--- config.mk ---
export PLATFORM = sky130hd
export DESIGN_NAME = pcacc_lane
export DESIGN_NICKNAME = d
export VERILOG_FILES = /design/src/pcacc_pkg.sv /design/src/pcacc_lane.sv
export SDC_FILE = /design/constraint.sdc
export NUM_CORES = 2
export LEC_CHECK = 0
export BUFFER_PORTS_ARGS = -buffer_cell sky130_fd_sc_hd__buf_2
export CAP_MARGIN = 20
export CORE_MARGIN = 4
export CORE_UTILIZATION = 38
export CTS_BUF_LIST = sky130_fd_sc_hd__clkbuf_4 sky130_fd_sc_hd__clkbuf_8 sky130_fd_sc_hd__clkbuf_16
export DETAILED_ROUTE_END_ITERATION = 12
export PLACE_DENSITY = 0.5
export SYNTH_ARGS = -nofsm -noshare
export SYNTH_HDL_FRONTEND = slang
export SYNTH_SLANG_ARGS = --single-unit
--- constraint.sdc ---
create_clock -name clk -period 19.6 [get_ports clk]
set_input_delay 1.96 -clock clk [delete_from_list [all_inputs] [get_ports clk]]
set_output_delay 1.96 -clock clk [all_outputs]
set_load 0.005 [all_outputs]
--- src/pcacc_pkg.sv ---
// shared types, constants and helpers of the pixel covariance accumulator
package pcacc_pkg;

  localparam int NPIX    = 4096;
  localparam int PIX_W   = $clog2(NPIX);
  localparam int NNZ_MAX = 3;
  localparam int CSLOTS  = NNZ_MAX * (NNZ_MAX + 1) / 2;
  localparam int HPX_W   = 26;

  // configuration register indexes
  localparam logic [1:0] CFG_NNZ   = 2'd0;
  localparam logic [1:0] CFG_SIZE  = 2'd1;
  localparam logic [1:0] CFG_SCALE = 2'd2;
  localparam logic [1:0] CFG_MASK  = 2'd3;

  // item kinds
  localparam logic KIND_ACC  = 1'b0;
  localparam logic KIND_READ = 1'b1;

  typedef enum logic [2:0] {
    ST_CLEAR,
    ST_IDLE,
    ST_ADDR,
    ST_MUL1,
    ST_MUL2,
    ST_RND,
    ST_DONE
  } pcacc_state_t;

  // pipeline enables, shared by all lanes
  typedef struct packed {
    logic mul_en;
    logic rnd_en;
  } pcacc_lane_ctl_t;

  // row and column of a packed covariance slot
  function automatic logic [1:0] pair_row(input int m);
    case (m)
      0, 1, 2: pair_row = 2'd0;
      3, 4:    pair_row = 2'd1;
      default: pair_row = 2'd2;
    endcase
  endfunction

  function automatic logic [1:0] pair_col(input int m);
    case (m)
      0:       pair_col = 2'd0;
      1, 3:    pair_col = 2'd1;
      default: pair_col = 2'd2;
    endcase
  endfunction

endpackage

--- src/pcacc_lane.sv ---
// one accumulation lane: product, rounding and saturating add
module pcacc_lane (
  input  logic                      clk,
  input  pcacc_pkg::pcacc_lane_ctl_t ctl,
  input  logic signed [31:0]        a,
  input  logic signed [23:0]        b,
  input  logic signed [63:0]        old_val,
  output logic signed [63:0]        new_val
);
  import pcacc_pkg::*;

  logic signed [55:0] prod_r;
  logic signed [42:0] rnd_r;
  logic signed [56:0] rsum;
  logic signed [63:0] inc;
  logic        [64:0] sum;

  // product register
  always_ff @(posedge clk) begin
    if (ctl.mul_en) begin
      prod_r <= a * b;
    end
  end

  // round half up, drop 14 fraction bits
  assign rsum = {prod_r[55], prod_r} + 57'sd8192;

  always_ff @(posedge clk) begin
    if (ctl.rnd_en) begin
      rnd_r <= rsum[56:14];
    end
  end

  // saturating add onto the stored value
  assign inc = {{21{rnd_r[42]}}, rnd_r};
  assign sum = {old_val[63], old_val} + {inc[63], inc};

  always_comb begin
    if (sum[64] != sum[63]) begin
      new_val = sum[64] ? {1'b1, 63'd0} : {1'b0, {63{1'b1}}};
    end else begin
      new_val = sum[63:0];
    end
  end

endmodule

==> results.yml <==
placement:
  place_worst_setup_slack_ns: 9.98
  numPortBuffers: 186
  gp_congestion: 0.863
  dp_hpwl_microns: 79100
  dp_cells: 4897
flow_run:
  cap_violations: 0
clock_network:
  htreeDepth: 3
  root_buffer: "clkbuf_16"
  clk_latency_ns: 0.34
  cts_setup_buffers: 0
  clockBufferDepth: 2
  cts_buffers: 9
  clk_pin_slew_ns: 0.06
  cts_tree: "done"
  cts_resized: 0
  holdBufCountCts: 0
  clock_sinks: 86
drt:
  ant_nets: 0
  routed_wl_microns: 102000
  drc: 0
  wire_per_inst_microns: 20.8
  viasPerCell: 5.05
  first_pass_iters: 5
  vias: 24800
  drtIter0Drc: 1568
synthesis:
  yosysSeqAreaShare: 0.0760
  synth_most_common_cell: "fa_1"
  async_reset_ff_frac: 0
  synthTopCellsByCount: "783 x fa_1, 773 x inv_1, 479 x nand2_1"
  synthesis.area_sq_um: 34000
  avgSynthCellArea_sq_um: 9.15
  syn-num-nets: 4830
  synthDistinctLibCells: 79
  synth.top_cell.area_share: 0.461
  synth_seq_cells: 86
  yosys.area.top_type: "fa_1"
  synth_ff_type: "edfxtp_1"
  postSynthCellCount: 3713
  netlist_top_cells_area: "fa_1 46%, inv_1 8.5%, ha_1 7.8%, edfxtp_1 7.6%, and2_1 6.5%"
  synth_edf_count: 86
  ys_warn_count: 0
setup_path:
  crit_slowest_cell: "buf_2"
  crit_arrival_ns: 9.32
  cp-end-kind: "flop"
  r2r-start: "prod_r[15]"
  worst_setup_path_start_kind: "input pin"
  cp-endpoint: "prod_r[46]"
  reg2reg_slack_ns: 16.70
  worstSetupPathType: "in2reg"
  cp.depth: 25
  cp-startpoint: "b[8]"
  cp_max_fo: 32
  required_ns: 19.68
  r2r_cells: 10
  critPathTopFamily: "adder cells"
  reg2reg_to: "rnd_r[40]"
  slowest_delay_ns: 0.73
  path_buf_inv: 6
  crit_top_cell: "fa_1"
sta:
  tns_ns: 0
  fin_skew_ns: 0.00473
  setup_viol: 0
  finalMaxSlewViolations: 0
  relSlewSlack: 0.308
  clock.fmax_ghz: 0.108
  fin_ws_ns: 10.36
  period_share: 0.472
  fin_crit_ns: 9.24
  rsz0062_at_grt: "no"
  holdWs_ns: 0.572
  worst_pin_slew_ns: 1.03
  final-hold-violation-count: 0
die:
  coreArea_sq_um: 88500
  die_h_microns: 307
  dieArea_sq_um: 94300
  die-width_microns: 307
  core.rowCount: 109
  io_pins: 187
  initial_core_util: 0.384
layout:
  multi_input_area_sq_um: 27800
  seqCellArea_sq_um: 2580
  nFillCells: 8889
  syn_to_final_growth_pct: 6.23
  final_net_count: 4862
  drive_gt1_frac: 0.0638
  instances_no_fill: 4916
global_route:
  antenna_found_initial: 4
  grt_pass1_wl_microns: 159000
  grt_max_degree: 55
  grt_pass1_vias: 26700
  grt.total_usage: 0.220
  gr-total-overflow: 0
min_path:
  hold_path_class: "reg2reg"
run_status:
  status: "finished clean"
-- stage by stage --
| step | cell area (sq um) | util |
|---|---|---|
| 2_1_floorplan | 34000 | - |
| 3_3_place_gp | 35700 | 0.404 |
| 3_5_place_dp | 35800 | 0.404 |
| 4_1_cts | 36100 | 0.407 |
| 5_1_grt | 36100 | 0.408 |
| 6_report | 36100 | 0.408 |
-- worst min path at each step --
stage | from | end | slack (ns) | cells after the start
after floorplan | prod_r[32] | rnd_r[18] | 0.54 | 1
after global placement | prod_r[51] | rnd_r[37] | 0.56 | 1
after detailed placement | prod_r[51] | rnd_r[37] | 0.56 | 1
after CTS | prod_r[51] | rnd_r[37] | 0.57 | 1
after global routing | prod_r[35] | rnd_r[21] | 0.61 | 1
final | prod_r[51] | rnd_r[37] | 0.57 | 1
-- kinds of logic (layout without fill, tap and decap cells) --
group                    Yosys count  after routing  synth area share
other                              0              3                 0
XOR/XNOR                         150            150            0.0387
AO/OA/AOI/OAI                    404            404            0.0755
buffers and inverters            949            984             0.106
AND/OR/NAND/NOR                 1118           1118             0.161
multiplexers                       3              3          0.000921
flip-flops                        86             86            0.0760
adder cells (fa/ha/maj)         1003           1003             0.542
-- worst reg2reg max path: stages (launching register included) --
cell and delay [ns]:
edfxtp_1 0.42, and4_1 0.26, nand2_1 0.06, nor2_1 0.26
nand2_1 0.15, nor2_1 0.28, nand2_1 0.19, nor3_1 0.55
nand2_1 0.23, nor2_1 0.16, xor2_1 0.07
-- layer usage --
metal  share of wire  wire [microns]  up-vias  global-route usage
met3           0.064            6490      105              0.0399
li1                -               -    11300                   -
met1            0.46           46600    12700               0.307
met4           0.016            1680        0              0.0378
met5               0               0        -                   0
met2            0.46           47300      719               0.366
-- placed cells by master (no fill, tap or decap), drive strengths merged, types with 10 or more instances in the layout --
master,netlist,routed
a21o,61,61
a21oi,126,126
a31oi,15,15
and2,351,351
and3,14,14
buf,26,195
clkbuf,149,10
edfxtp,86,86
fa,783,783
ha,211,211
inv,773,773
nand2,480,480
nand2b,17,17
nand3,44,44
nand4,35,35
nor2,112,112
nor2b,12,12
nor3,26,26
o211ai,10,10
o21a,12,12
o21ai,107,107
o21bai,14,14
xnor2,90,90
xor2,60,60
-- flip-flops by register name, indices dropped and copies added, names as in the netlist --
name,cells
rnd_r,43
prod_r,43
-- cell type report --
class                           instances  share of cell area
Inverter                              774              0.0805
Tap cell                             1165              0.0404
Multi-Input combinational cell       2678               0.770
Sequential cell                        86              0.0715
Antenna cell                            3            0.000208
Clock inverter                          5             0.00211
Timing Repair Buffer                  196              0.0288
Clock buffer                            9             0.00624
Power is not shown: default switching activity piles up to over one toggle a cycle in this logic, so the estimate is an artifact.
